### src/rtl/pcl_soft_font_stream_parser_defines.svh
// assertion macros shared by the parser files
`ifndef PCL_SOFT_FONT_STREAM_PARSER_DEFINES_SVH
`define PCL_SOFT_FONT_STREAM_PARSER_DEFINES_SVH

`ifndef ASSERT_OFF
`define PCL_ASSERT(lbl, prop, msg) \
  lbl: assert property (@(posedge clk_i) disable iff (!rst_ni) prop) else $error(msg);
`define PCL_ASSERT_CLK(lbl, clk, rst_n, prop, msg) \
  lbl: assert property (@(posedge clk) disable iff (!rst_n) prop) else $error(msg);
`else
`define PCL_ASSERT(lbl, prop, msg)
`define PCL_ASSERT_CLK(lbl, clk, rst_n, prop, msg)
`endif

`endif

### src/rtl/pcl_sf_pkg.sv
package pcl_sf_pkg;

  localparam int unsigned MAX_HEADER = 4096;
  localparam logic [7:0]  ESC_BYTE   = 8'h1B;
  localparam logic [15:0] MIN_LAST   = 16'd127;
  localparam logic [30:0] NUM_MAX    = 31'h7FFF_FFFF;
  localparam logic [11:0] CNT_MAX    = 12'd4095;
  localparam int unsigned QDEPTH     = 2;

  localparam logic [1:0] KIND_HEADER = 2'd0;
  localparam logic [1:0] KIND_CHAR   = 2'd1;
  localparam logic [1:0] KIND_END    = 2'd2;
  localparam logic [1:0] KIND_ERROR  = 2'd3;

  localparam logic [2:0] ERR_NONE      = 3'd0;
  localparam logic [2:0] ERR_NO_ESC    = 3'd1;
  localparam logic [2:0] ERR_UNKNOWN   = 3'd2;
  localparam logic [2:0] ERR_HEAD_LONG = 3'd3;
  localparam logic [2:0] ERR_RANGE     = 3'd4;
  localparam logic [2:0] ERR_NO_ID     = 3'd5;
  localparam logic [2:0] ERR_TRUNC     = 3'd6;

  typedef enum logic [3:0] {
    CL_ESC, CL_STAR, CL_RPAR, CL_LPAR, CL_C, CL_S, CL_DIGIT,
    CL_MINUS, CL_POINT, CL_E, CL_W, CL_OTHER
  } byte_class_e;

  typedef struct packed {
    logic        func;
    logic [7:0]  data_byte;
  } in_item_t;

  typedef struct packed {
    logic        func;
    logic [7:0]  data_byte;
    byte_class_e cls;
    logic [3:0]  digit;
  } token_t;

  typedef struct packed {
    logic [1:0]  kind;
    logic [15:0] char_code;
    logic [31:0] byte_offset;
    logic [30:0] data_size;
    logic [15:0] max_code;
    logic [15:0] font_scale;
    logic [2:0]  error_code;
  } out_item_t;

endpackage

### src/rtl/pcl_sf_if.sv
interface pcl_sf_in_if;
  logic       valid;
  logic       ready;
  logic       func;
  logic [7:0] data_byte;
  modport source (output valid, func, data_byte, input ready);
  modport sink   (input valid, func, data_byte, output ready);
endinterface

interface pcl_sf_out_if;
  logic        valid;
  logic        ready;
  logic [1:0]  kind;
  logic [15:0] char_code;
  logic [31:0] byte_offset;
  logic [30:0] data_size;
  logic [15:0] max_code;
  logic [15:0] font_scale;
  logic [2:0]  error_code;
  modport source (output valid, kind, char_code, byte_offset, data_size, max_code,
                  font_scale, error_code, input ready);
  modport sink   (input valid, kind, char_code, byte_offset, data_size, max_code,
                  font_scale, error_code, output ready);
endinterface

### src/rtl/pcl_soft_font_stream_parser.sv
// channel  dir  handshake     payload
// in_i     in   valid/ready   func, data_byte
// out_o    out  valid/ready   kind, char_code, byte_offset, data_size,
//                             max_code, font_scale, error_code
// one item per cycle unless the output is held; an item is parsed when popped from the queue
// its result is registered into the output register at the edge that parses it
// while the output register is held the queue fills its two entries, then input stalls
// reset clears all parser state at once, no clearing pass
module pcl_soft_font_stream_parser (
  input  logic          clk_i,
  input  logic          rst_ni,
  pcl_sf_in_if.sink     in_i,
  pcl_sf_out_if.source  out_o
);
  import pcl_sf_pkg::*;

  in_item_t  item;
  token_t    tok_in, tok_q;
  logic      q_full, q_valid, q_pop;
  out_item_t res;

  assign item.func      = in_i.func;
  assign item.data_byte = in_i.data_byte;
  assign in_i.ready     = !q_full;

  pcl_sf_front u_front (
    .item_i (item),
    .tok_o  (tok_in)
  );

  pcl_sf_queue u_queue (
    .clk_i      (clk_i),
    .rst_ni     (rst_ni),
    .push_i     (in_i.valid),
    .push_tok_i (tok_in),
    .full_o     (q_full),
    .valid_o    (q_valid),
    .pop_i      (q_pop),
    .pop_tok_o  (tok_q)
  );

  pcl_sf_back u_back (
    .clk_i       (clk_i),
    .rst_ni      (rst_ni),
    .tok_valid_i (q_valid),
    .tok_i       (tok_q),
    .tok_pop_o   (q_pop),
    .out_valid_o (out_o.valid),
    .out_ready_i (out_o.ready),
    .out_o       (res)
  );

  assign out_o.kind        = res.kind;
  assign out_o.char_code   = res.char_code;
  assign out_o.byte_offset = res.byte_offset;
  assign out_o.data_size   = res.data_size;
  assign out_o.max_code    = res.max_code;
  assign out_o.font_scale  = res.font_scale;
  assign out_o.error_code  = res.error_code;

endmodule

### src/rtl/pcl_sf_front.sv
module pcl_sf_front (
  input  pcl_sf_pkg::in_item_t item_i,
  output pcl_sf_pkg::token_t   tok_o
);
  import pcl_sf_pkg::*;

  always_comb begin
    tok_o.func      = item_i.func;
    tok_o.data_byte = item_i.data_byte;
    tok_o.digit     = item_i.data_byte[3:0];
    if (item_i.data_byte >= "0" && item_i.data_byte <= "9") begin
      tok_o.cls = CL_DIGIT;
    end else begin
      unique case (item_i.data_byte)
        ESC_BYTE: tok_o.cls = CL_ESC;
        "*":      tok_o.cls = CL_STAR;
        ")":      tok_o.cls = CL_RPAR;
        "(":      tok_o.cls = CL_LPAR;
        "c":      tok_o.cls = CL_C;
        "s":      tok_o.cls = CL_S;
        "-":      tok_o.cls = CL_MINUS;
        ".":      tok_o.cls = CL_POINT;
        "E":      tok_o.cls = CL_E;
        "W":      tok_o.cls = CL_W;
        default:  tok_o.cls = CL_OTHER;
      endcase
    end
  end

endmodule

### src/rtl/pcl_sf_queue.sv
module pcl_sf_queue (
  input  logic               clk_i,
  input  logic               rst_ni,
  input  logic               push_i,
  input  pcl_sf_pkg::token_t push_tok_i,
  output logic               full_o,
  output logic               valid_o,
  input  logic               pop_i,
  output pcl_sf_pkg::token_t pop_tok_o
);
  import pcl_sf_pkg::*;

  token_t     mem_q [QDEPTH];
  logic [0:0] wptr_q, rptr_q;
  logic [1:0] cnt_q, cnt_d;
  logic       do_push, do_pop;

  assign full_o    = (cnt_q == 2'(QDEPTH));
  assign valid_o   = (cnt_q != 2'd0);
  assign pop_tok_o = mem_q[rptr_q];
  assign do_push   = push_i && !full_o;
  assign do_pop    = pop_i && valid_o;

  always_comb begin
    cnt_d = cnt_q;
    if (do_push && !do_pop) cnt_d = cnt_q + 2'd1;
    else if (!do_push && do_pop) cnt_d = cnt_q - 2'd1;
  end

  always_ff @(posedge clk_i or negedge rst_ni) begin
    if (!rst_ni) begin
      wptr_q <= '0;
      rptr_q <= '0;
      cnt_q  <= '0;
    end else begin
      cnt_q <= cnt_d;
      if (do_push) wptr_q <= wptr_q + 1'b1;
      if (do_pop)  rptr_q <= rptr_q + 1'b1;
    end
  end

  always_ff @(posedge clk_i) begin
    if (do_push) mem_q[wptr_q] <= push_tok_i;
  end

`include "pcl_soft_font_stream_parser_defines.svh"
  `PCL_ASSERT(a_q_cnt_ptr, (cnt_q == 2'd0 || cnt_q == 2'd2) |-> (wptr_q == rptr_q), "queue ptrs")
  `PCL_ASSERT(a_q_bound, cnt_q <= 2'(QDEPTH), "queue overflow")
  `PCL_ASSERT(a_q_track, (push_i && !full_o && !pop_i) |=> (cnt_q == $past(cnt_q) + 2'd1), "cnt")

endmodule

### src/rtl/pcl_sf_back.sv
module pcl_sf_back (
  input  logic                  clk_i,
  input  logic                  rst_ni,
  input  logic                  tok_valid_i,
  input  pcl_sf_pkg::token_t    tok_i,
  output logic                  tok_pop_o,
  output logic                  out_valid_o,
  input  logic                  out_ready_i,
  output pcl_sf_pkg::out_item_t out_o
);
  import pcl_sf_pkg::*;

  typedef enum logic [2:0] {PH_IDLE, PH_ESC, PH_FIRST, PH_NUMBER, PH_PAYLOAD} phase_e;
  typedef enum logic [1:0] {CMD_NONE, CMD_ID, CMD_HEAD, CMD_DATA} cmd_e;

  phase_e      phase_q, phase_d;
  cmd_e        cmd_q, cmd_d;
  logic [30:0] num_q, num_d;
  logic        point_q, point_d;
  logic [31:0] pos_q, pos_d;
  logic [30:0] left_q, left_d;
  logic        is_head_q, is_head_d;
  logic [11:0] hcnt_q, hcnt_d;
  logic [15:0] last_q, last_d;
  logic [15:0] scale_q, scale_d;
  logic [15:0] high_q, high_d;
  logic        hseen_q, hseen_d;
  logic [15:0] cur_q, cur_d;
  logic        idseen_q, idseen_d;
  logic        halted_q, halted_d;
  logic        out_valid_q;
  out_item_t   out_q, res;
  logic        res_valid;
  logic [34:0] prod;
  logic [30:0] left_dec;
  logic [15:0] li;

  assign tok_pop_o   = tok_valid_i && (!out_valid_q || out_ready_i);
  assign out_valid_o = out_valid_q;
  assign out_o       = out_q;
  assign prod = {1'b0, num_q, 3'b0} + {3'b0, num_q, 1'b0} + {31'b0, tok_i.digit};
  assign left_dec = (left_q != '0) ? left_q - 31'd1 : left_q;

  always_comb begin
    phase_d = phase_q; cmd_d = cmd_q; num_d = num_q; point_d = point_q;
    pos_d = pos_q; left_d = left_q; is_head_d = is_head_q; hcnt_d = hcnt_q;
    last_d = last_q; scale_d = scale_q; high_d = high_q; hseen_d = hseen_q;
    cur_d = cur_q; idseen_d = idseen_q; halted_d = halted_q;
    res_valid = 1'b0;
    res = '0;
    if (tok_pop_o) begin
      if (tok_i.func) begin
        if (!halted_q) begin
          res_valid = 1'b1;
          if (phase_q == PH_IDLE) begin
            res.kind = KIND_END;
          end else begin
            res.kind = KIND_ERROR;
            res.error_code = ERR_TRUNC;
          end
        end
        phase_d = PH_IDLE; cmd_d = CMD_NONE; num_d = '0; point_d = 1'b0;
        pos_d = '0; left_d = '0; is_head_d = 1'b0; hcnt_d = '0; last_d = '0;
        scale_d = '0; high_d = '0; hseen_d = 1'b0; cur_d = '0; idseen_d = 1'b0;
        halted_d = 1'b0;
      end else begin
        pos_d = pos_q + 32'd1;
        if (!halted_q) begin
          unique case (phase_q)
            PH_IDLE: begin
              if (tok_i.cls == CL_ESC) phase_d = PH_ESC;
              else begin
                res_valid = 1'b1; res.kind = KIND_ERROR; res.error_code = ERR_NO_ESC;
              end
            end
            PH_ESC: begin
              phase_d = PH_FIRST;
              case (tok_i.cls)
                CL_STAR: cmd_d = CMD_ID;
                CL_RPAR: cmd_d = CMD_HEAD;
                CL_LPAR: cmd_d = CMD_DATA;
                default: begin
                  res_valid = 1'b1; res.kind = KIND_ERROR; res.error_code = ERR_UNKNOWN;
                end
              endcase
            end
            PH_FIRST: begin
              if ((cmd_q == CMD_ID) ? (tok_i.cls == CL_C) : (tok_i.cls == CL_S)) begin
                num_d = '0; point_d = 1'b0; phase_d = PH_NUMBER;
              end else begin
                res_valid = 1'b1; res.kind = KIND_ERROR; res.error_code = ERR_UNKNOWN;
              end
            end
            PH_NUMBER: begin
              case (tok_i.cls)
                CL_DIGIT: begin
                  if (!point_q) num_d = (prod > {4'b0, NUM_MAX}) ? NUM_MAX : prod[30:0];
                end
                CL_MINUS: ;
                CL_POINT: point_d = 1'b1;
                default: begin
                  res_valid = 1'b1; res.kind = KIND_ERROR;
                  if (cmd_q == CMD_ID) begin
                    if (tok_i.cls != CL_E) res.error_code = ERR_UNKNOWN;
                    else if (num_q > 31'h0000_FFFF) res.error_code = ERR_RANGE;
                    else begin
                      res_valid = 1'b0; cur_d = num_q[15:0]; idseen_d = 1'b1;
                      phase_d = PH_IDLE;
                    end
                  end else if (tok_i.cls != CL_W) begin
                    res.error_code = ERR_UNKNOWN;
                  end else if (cmd_q == CMD_HEAD) begin
                    if (num_q >= 31'(MAX_HEADER)) res.error_code = ERR_HEAD_LONG;
                    else begin
                      is_head_d = 1'b1; hcnt_d = '0; last_d = '0; scale_d = '0;
                      left_d = num_q;
                      if (num_q == '0) begin
                        res.kind = KIND_HEADER;
                        high_d = MIN_LAST; hseen_d = 1'b1; is_head_d = 1'b0;
                        phase_d = PH_IDLE;
                      end else begin
                        res_valid = 1'b0; phase_d = PH_PAYLOAD;
                      end
                    end
                  end else if (!idseen_q) begin
                    res.error_code = ERR_NO_ID;
                  end else if (!hseen_q || cur_q > high_q) begin
                    res.error_code = ERR_RANGE;
                  end else begin
                    res.kind = KIND_CHAR; res.char_code = cur_q;
                    res.byte_offset = pos_q + 32'd1; res.data_size = num_q;
                    is_head_d = 1'b0; left_d = num_q;
                    phase_d = (num_q == '0) ? PH_IDLE : PH_PAYLOAD;
                  end
                  if (res_valid && res.kind == KIND_ERROR) halted_d = 1'b1;
                  if (res_valid && res.kind == KIND_ERROR) phase_d = PH_IDLE;
                end
              endcase
            end
            PH_PAYLOAD: begin
              if (is_head_q) begin
                case (hcnt_q)
                  12'd38:  last_d[15:8] = tok_i.data_byte;
                  12'd39:  last_d[7:0] = tok_i.data_byte;
                  12'd64:  scale_d[15:8] = tok_i.data_byte;
                  12'd65:  scale_d[7:0] = tok_i.data_byte;
                  default: ;
                endcase
                if (hcnt_q < CNT_MAX) hcnt_d = hcnt_q + 12'd1;
              end
              left_d = left_dec;
              if (left_dec == '0) begin
                phase_d = PH_IDLE;
                if (is_head_q) begin
                  res_valid = 1'b1; res.kind = KIND_HEADER;
                  high_d = (last_d > MIN_LAST) ? last_d : MIN_LAST;
                  hseen_d = 1'b1; is_head_d = 1'b0;
                end
              end
            end
            default: phase_d = PH_IDLE;
          endcase
          // every error on a data byte halts the parser
          if (res_valid && res.kind == KIND_ERROR) begin
            halted_d = 1'b1; phase_d = PH_IDLE;
          end
        end
      end
    end
    li = tok_i.func ? high_q : high_d;
    res.max_code = (li > MIN_LAST) ? li : MIN_LAST;
    res.font_scale = tok_i.func ? scale_q : scale_d;
  end

  always_ff @(posedge clk_i or negedge rst_ni) begin
    if (!rst_ni) begin
      phase_q <= PH_IDLE; cmd_q <= CMD_NONE; num_q <= '0; point_q <= 1'b0;
      pos_q <= '0; left_q <= '0; is_head_q <= 1'b0; hcnt_q <= '0; last_q <= '0;
      scale_q <= '0; high_q <= '0; hseen_q <= 1'b0; cur_q <= '0; idseen_q <= 1'b0;
      halted_q <= 1'b0; out_valid_q <= 1'b0; out_q <= '0;
    end else begin
      phase_q <= phase_d; cmd_q <= cmd_d; num_q <= num_d; point_q <= point_d;
      pos_q <= pos_d; left_q <= left_d; is_head_q <= is_head_d; hcnt_q <= hcnt_d;
      last_q <= last_d; scale_q <= scale_d; high_q <= high_d; hseen_q <= hseen_d;
      cur_q <= cur_d; idseen_q <= idseen_d; halted_q <= halted_d;
      if (res_valid) begin
        out_valid_q <= 1'b1;
        out_q <= res;
      end else if (out_ready_i) begin
        out_valid_q <= 1'b0;
      end
    end
  end

`include "pcl_soft_font_stream_parser_defines.svh"
  `PCL_ASSERT(a_pop_room, tok_pop_o |-> (!out_valid_q || out_ready_i), "pop without room")
  `PCL_ASSERT(a_halt_quiet, (tok_pop_o && halted_q && !tok_i.func) |-> !res_valid, "halted")
  `PCL_ASSERT(a_eos_rearm, (tok_pop_o && tok_i.func) |=> (phase_q == PH_IDLE && !halted_q), "eos")
  `PCL_ASSERT(a_payload_left, (phase_q == PH_PAYLOAD) |-> (left_q != '0), "payload count")

endmodule
### src/flat_wrapper.sv
// flat-port wrapper written by rule: the top's interface ports become plain ports
module pcl_soft_font_stream_parser_flat import pcl_sf_pkg::*;
  (clk_i, rst_ni, in_i_valid, in_i_func, in_i_data_byte, in_i_ready, out_o_valid, out_o_kind, out_o_char_code, out_o_byte_offset, out_o_data_size, out_o_max_code, out_o_font_scale, out_o_error_code, out_o_ready);
  pcl_sf_in_if in_i_i ();
  pcl_sf_out_if out_o_i ();
  input  logic clk_i;
  input  logic rst_ni;
  input wire logic [$bits(in_i_i.valid)-1:0] in_i_valid;
  input wire logic [$bits(in_i_i.func)-1:0] in_i_func;
  input wire logic [$bits(in_i_i.data_byte)-1:0] in_i_data_byte;
  output wire logic [$bits(in_i_i.ready)-1:0] in_i_ready;
  output wire logic [$bits(out_o_i.valid)-1:0] out_o_valid;
  output wire logic [$bits(out_o_i.kind)-1:0] out_o_kind;
  output wire logic [$bits(out_o_i.char_code)-1:0] out_o_char_code;
  output wire logic [$bits(out_o_i.byte_offset)-1:0] out_o_byte_offset;
  output wire logic [$bits(out_o_i.data_size)-1:0] out_o_data_size;
  output wire logic [$bits(out_o_i.max_code)-1:0] out_o_max_code;
  output wire logic [$bits(out_o_i.font_scale)-1:0] out_o_font_scale;
  output wire logic [$bits(out_o_i.error_code)-1:0] out_o_error_code;
  input wire logic [$bits(out_o_i.ready)-1:0] out_o_ready;
  assign in_i_i.valid = in_i_valid;
  assign in_i_i.func = in_i_func;
  assign in_i_i.data_byte = in_i_data_byte;
  assign in_i_ready = in_i_i.ready;
  assign out_o_valid = out_o_i.valid;
  assign out_o_kind = out_o_i.kind;
  assign out_o_char_code = out_o_i.char_code;
  assign out_o_byte_offset = out_o_i.byte_offset;
  assign out_o_data_size = out_o_i.data_size;
  assign out_o_max_code = out_o_i.max_code;
  assign out_o_font_scale = out_o_i.font_scale;
  assign out_o_error_code = out_o_i.error_code;
  assign out_o_i.ready = out_o_ready;
  pcl_soft_font_stream_parser u_core (.clk_i(clk_i), .rst_ni(rst_ni), .in_i(in_i_i), .out_o(out_o_i));
endmodule
### config.mk
export PLATFORM = sky130hd
export DESIGN_NAME = pcl_soft_font_stream_parser_flat
export DESIGN_NICKNAME = d
export VERILOG_FILES = /design/src/rtl/pcl_sf_pkg.sv /design/src/rtl/pcl_sf_if.sv /design/src/rtl/pcl_soft_font_stream_parser.sv /design/src/rtl/pcl_sf_front.sv /design/src/rtl/pcl_sf_queue.sv /design/src/rtl/pcl_sf_back.sv /design/src/flat_wrapper.sv
export VERILOG_INCLUDE_DIRS = /design/src /design/src/rtl
export SDC_FILE = /design/constraint.sdc
export NUM_CORES = 1
export LEC_CHECK = 0
export BUFFER_PORTS_ARGS = -buffer_cell sky130_fd_sc_hd__buf_4
export CORE_AREA = 4 4 178 180
export CTS_CLUSTER_SIZE = 8
export DETAILED_ROUTE_END_ITERATION = 8
export DIE_AREA = 0 0 182 184
export MAX_ROUTING_LAYER = met4
export PLACE_DENSITY = 0.83
export SYNTH_ARGS = -nofsm -noshare
export SYNTH_HDL_FRONTEND = slang
export SYNTH_HIERARCHICAL = 1
export SYNTH_SLANG_ARGS = --single-unit
### constraint.sdc
create_clock -name clk_i -period 8.7 [get_ports clk_i]
set_input_delay 1.305 -clock clk_i [delete_from_list [all_inputs] [get_ports clk_i]]
set_output_delay 1.305 -clock clk_i [all_outputs]
set_load 0.02 [all_outputs]
* Word-level counts from Yosys, hierarchy flattened
Memories as Yosys holds them, arrays and structs flattened.
Cells that the tools add are included.
** Word-level totals
- Register bits :: 301
- Bits in writable memories :: 34
- Bits of input ports :: 13
- Memories :: 1
** Operators by class
- Add/sub/neg operators :: 9
- Magnitude comparators :: 9
- Eq/ne operators :: 63
- Muxes and demuxes :: 223
- Reductions and logical operators :: 41
** Memories
- u_core.u_queue.mem_q :: depth 2, width 17, rd ports 1, clocked after memory_dff 0, write ports 1, line pcl_sf_queue.sv:13 : token_t mem_q [QDEPTH];
** Operator list (count)
- 81-bit two-way mux :: 12
- 16-bit two-way mux :: 43
- 31-bit two-way mux :: 16
- 79-bit two-way mux :: 3
- 31-bit case mux with 2 select lines :: 2
- 12-bit two-way mux :: 9
- 16-bit case mux with 2 select lines :: 3
- 3-bit two-way mux :: 30
- 1-bit two-way mux :: 70
- 31-bit zero test :: 2
- 8-bit by 6-bit equality test with 1-bit output, second input constant :: 5
- 4-bit case mux with 10 select lines :: 1
- 2-bit two-way mux :: 19
- 34-bit by 32-bit adder with 35-bit output :: 1
- 35-bit by 4-bit adder with 35-bit output :: 1
- 35-bit by 31-bit > comparator with 1-bit output, second input constant :: 1
- 3-bit != test, second input constant :: 11
- 32-bit by 1-bit adder with 32-bit output, second input constant :: 1
- 8-bit by 7-bit equality test with 1-bit output, second input constant :: 4
- 16-bit by 7-bit > comparator with 1-bit output, second input constant :: 2
- 32-bit two-way mux :: 1
- 8-bit two-way mux :: 4
- 4-bit != test, second input constant :: 8
- 31-bit by 13-bit greater-or-equal comparator with 1-bit output, second input constant :: 1
- 55 further kinds :: 95

* Longest topological paths before layout
- Depth after elaboration :: 22
- Gate-level depth with buffers :: 17
- Gate-level depth less buffers :: 14

* Cells and area by module
The synthesis kept the hierarchy.
** By module, submodules not included
- pcl_sf_back :: instances 1, cells each 2039, area an instance 18034.8 um^2, seq. area each 7432.1 um^2
- pcl_sf_queue :: instances 1, cells each 72, area an instance 1477.7 um^2, seq. area each 1121.1 um^2
- pcl_sf_front :: instances 1, cells each 45, area an instance 342.8 um^2, seq. area each 0.0 um^2
- pcl_soft_font_stream_parser :: instances 1, cells each 1, area an instance 3.8 um^2, seq. area each 0.0 um^2

* Worst setup path before layout
OpenSTA, ideal clock, no wires.
- Kind :: reg2reg
- From :: register u_core.u_queue.rptr_q
- To :: register u_core.u_back.num_q[27]
- Library setup time :: 86 ps
- Data arrival time :: 3913 ps
- Setup slack :: 4702 ps
- Stages on the path, launching flop included :: 17
- Period minus slack after synthesis :: 3998 ps
- Cells stage by stage :: dfrtp_1 -> buf_6 -> mux2_2 -> fa_1 -> inv_1 -> fa_1 -> nand2b_1 -> a211oi_1 -> o21ai_0 -> a21oi_1 -> nor2_1 -> o211ai_1 -> a21o_1 -> clkbuf_1 -> clkbuf_1 -> nand2_1 -> a32oi_1
** RTL lines
- from (decl) :: line pcl_sf_queue.sv:14 : logic [0:0] wptr_q, rptr_q;
- from (signal assigned) :: line pcl_sf_queue.sv:38 : if (do_pop) rptr_q <= rptr_q + 1'b1;
- to (signal assigned) :: line pcl_sf_back.sv:182 : phase_q <= phase_d; cmd_q <= cmd_d; num_q <= num_d; point_q <= point_d;
- to (decl) :: line pcl_sf_back.sv:18 : logic [30:0] num_q, num_d;

==> results.yml <==
run_status:
  outcome: "complete, no violations"
synth:
  seq_area_frac_synth_pct: 43.07
  synthSimpleGateAreaFrac_pct: 16.48
  synthArstFlopShare_pct: 89.85
  yosysTopAreaCellShare_pct: 37.93
  synth_top_family_by_area: "compound AO/OA/AOI/OAI gates"
  syn_area_per_cell_um2: 9.207
  synth_most_common_cell: "o21ai_0"
  synth_compound_area_share_pct: 23.81
  synthCells: 2157
  synthFlopType: "dfrtp_1"
  synth_area_leaders: "dfrtp_1 (38%), o21ai_0 (8.3%), ha_1 (5.5%)"
  ys_warn_count: 6
  yosys.area_share.adder_pct: 5.683
  yosysTopAreaCell: "dfrtp_1"
  netlist_top_cells_count: "o21ai_0 (328), dfrtp_1 (301), nand2_1 (214)"
  synth-seq-cells: 335
  synth-xor-area-share_pct: 2.955
  synth_edf_count: 34
  yosysUniqueCellTypes: 97
  syn_nets: 2259
  synth_area_um2: 19860
  synth_mux_area_share_pct: 3.182
routing:
  dr.pass1.iters: 7
  wire_per_inst_um: 21.59
  antenna_left: 0
  vias: 17575
  drc: 0
  wirelength_um: 56060
  drtIter0Drc: 2109
  via_per_inst: 6.767
die:
  die_width_um: 182
  num_rows: 64
  io_pins: 131
  start_util_pct: 65.78
  die_y_um: 184
  fp.dieArea_um2: 33490
  core_um2: 30190
clock_network:
  cts_tree: "done"
  cts.sinks: 335
  clkLatencyLatePin_ns: 0.54
  cts_resized: 0
  root_buffer: "clkbuf_16"
  ctsHoldBuffers: 0
  clock_path_buffers: 3
  cts_made_buffers: 47
  cts_post_setup_buffers_inserted: 0
  htreeDepth: 2
  clkTransAtPathRegs_ns: 0.05
flow_run:
  max_cap_viol_count: 0
sta:
  maxSlewHeadroom_pct: 19.52
  setup_viol: 0
  timing.final.ws_setup_ns: 3.069
  hold_violations: 0
  drv_slew: 0
  timing.fmax_ghz: 0.1776
  rsz0062_at_grt: "false"
  final.period_utilization_pct: 64.72
  worstMarginPinSlew_ns: 1.204
  fin_skew_ns: 0.01942
  fin_crit_ns: 5.631
  tns_ns: 0
cells_and_area:
  drive_gt1_share_pct: 11.73
  fin_area_um2: 21940
  area_growth_syn_to_layout_pct: 10.47
  instances_no_fill: 2597
  fillCellCount: 2228
  finalNetCount: 2295
pwr:
  power_frac_seq_pct: 39.4
  power.internal_mw: 2.981
  p_leak_nw: 9.874
  ir_drop_mv: 0.1656
  clkPwrFrac_pct: 34.8
  switching_power_mw: 1.575
  fin_total_pwr_mw: 4.557
  power_density_nw_per_um2: 207.7
  combPwrFrac_pct: 25.8
  swShare_pct: 34.57
grt:
  first_global_vias: 16896
  grt.total_usage_pct: 33.68
  grt_pass1_wl_um: 90040
  antenna_found_initial: 1
  grt_max_degree: 135
  overflow: 0
worst_setup_path:
  crit_required_ns: 9.05
  crit_arrival_ns: 5.98
  critPathKind: "flop to flop"
  worstPathMaxFanout: 29
  crit_path_start_kind: "flop"
  worstSetupEndpointType: "flop"
place:
  dp_worst_setup_slack_ns: 3.238
  io_buffers: 130
  place_congestion: 0.9776
  hpwl_um: 37380
  dp_cells: 2540
  placed_cell_area_um2: 20700
min_path:
  holdCritPathClass: "flop to flop"
==> layout by cell type, fill, tap and decap left out, types with 48 or more instances in the layout <==
cell and count:
nand2_1 213, nor3_1 76, buf_4 141, o31ai_1 50, a21oi_1 92, inv_1 48, ha_1 87, dfrtp_1 301
nor2_1 140, o21ai_0 328
==> cell type report <==
class / count / area [um2] / area share [%]
multi-input combinational: 1618 / 10380 / 47.31
sequential: 335 / 8553 / 38.99
clock buffer: 54 / 1202 / 5.481
timing repair buffer: 143 / 1094 / 4.985
tap: 396 / 495.5 / 2.259
inverter: 48 / 180.2 / 0.8213
clock inverter: 2 / 32.53 / 0.1483
antenna: 1 / 2.502 / 0.01141
==> power groups by stage <==
| stage | Clock, mW | Combinational [mW] | Sequential, mW |
|---|---|---|---|
| 5_1_grt | 1.68 | 1.27 | 1.81 |
| 2_1_floorplan | 0 | 0.805 | 1.83 |
| 4_1_cts | 1.61 | 1.16 | 1.79 |
| 3_5_place_dp | 0 | 1.15 | 1.82 |
| 6_report | 1.59 | 1.18 | 1.79 |
| 3_3_place_gp | 0 | 1.13 | 1.81 |
==> stage by stage <==
stage	hold WS, ns	utilization [%]
after floorplan	0.4564	-
after global placement	0.4699	68.57
after detailed placement	0.4774	68.57
after CTS	0.4885	72.66
after global routing	0.5121	72.67
final	0.4829	72.67
==> worst max-delay path, stage by stage (launching register included) <==
cell	delay, ns
dfrtp_1	0.90
mux2_2	0.46
fa_1	0.57
inv_1	0.06
fa_1	0.45
nand2b_1	0.21
a211oi_1	0.38
o21ai_0	0.24
a21oi_1	0.27
nor2_1	0.10
o211ai_1	0.22
nand3_1	0.89
a221oi_1	0.55
o21ai_0	0.13
==> metal layers <==
metal,GRT usage (%),wire (um)
met5,-,0
met4,12.10,2203
met3,4.828,4632
met2,51.80,26060
met1,46.23,23170
==> kinds of logic (layout without fill, tap and decap cells) <==
group / Yosys count / after routing
flops: 335 / 335
simple gates: 657 / 657
fa+ha+maj: 89 / 89
xor+xnor: 67 / 67
other cells: 0 / 1
mux: 57 / 57
compound gates: 748 / 748
buf+inv: 204 / 247
==> state kept, by name, indices dropped and copies added, names as in the netlist, 2 cells and up <==
name                   flops
u_core/u_back/cmd_q        2
u_core/u_back/high_q      16
u_core/u_queue/mem_q      34
u_core/u_back/num_q       31
u_core/u_back/scale_q     16
u_core/u_back/hcnt_q      12
u_core/u_back/out_o      116
u_core/u_back/cur_q       16
u_core/u_back/phase_q      3
u_core/u_queue/cnt_q       2
u_core/u_back/left_q      31
u_core/u_back/last_q      16
u_core/u_back/pos_q       32
==> final timing paths <==
check	start	end	slack, ns	cells after the start
min	u_core/u_back/out_o[114]	u_core/u_back/out_o[114]	0.48	1
max reg2reg	u_core/u_queue/rptr_q	u_core/u_back/num_q[26]	3.07	13
max in group asynchronous	rst_ni	u_core/u_back/idseen_q	6.51	2
max	u_core/u_queue/rptr_q	u_core/u_back/num_q[26]	3.07	13
min reg2reg	u_core/u_back/out_o[114]	u_core/u_back/out_o[114]	0.48	1
min in group asynchronous	rst_ni	u_core/u_back/out_o[10]	0.80	1
Note: power is estimated with default switching activity, not from simulation.
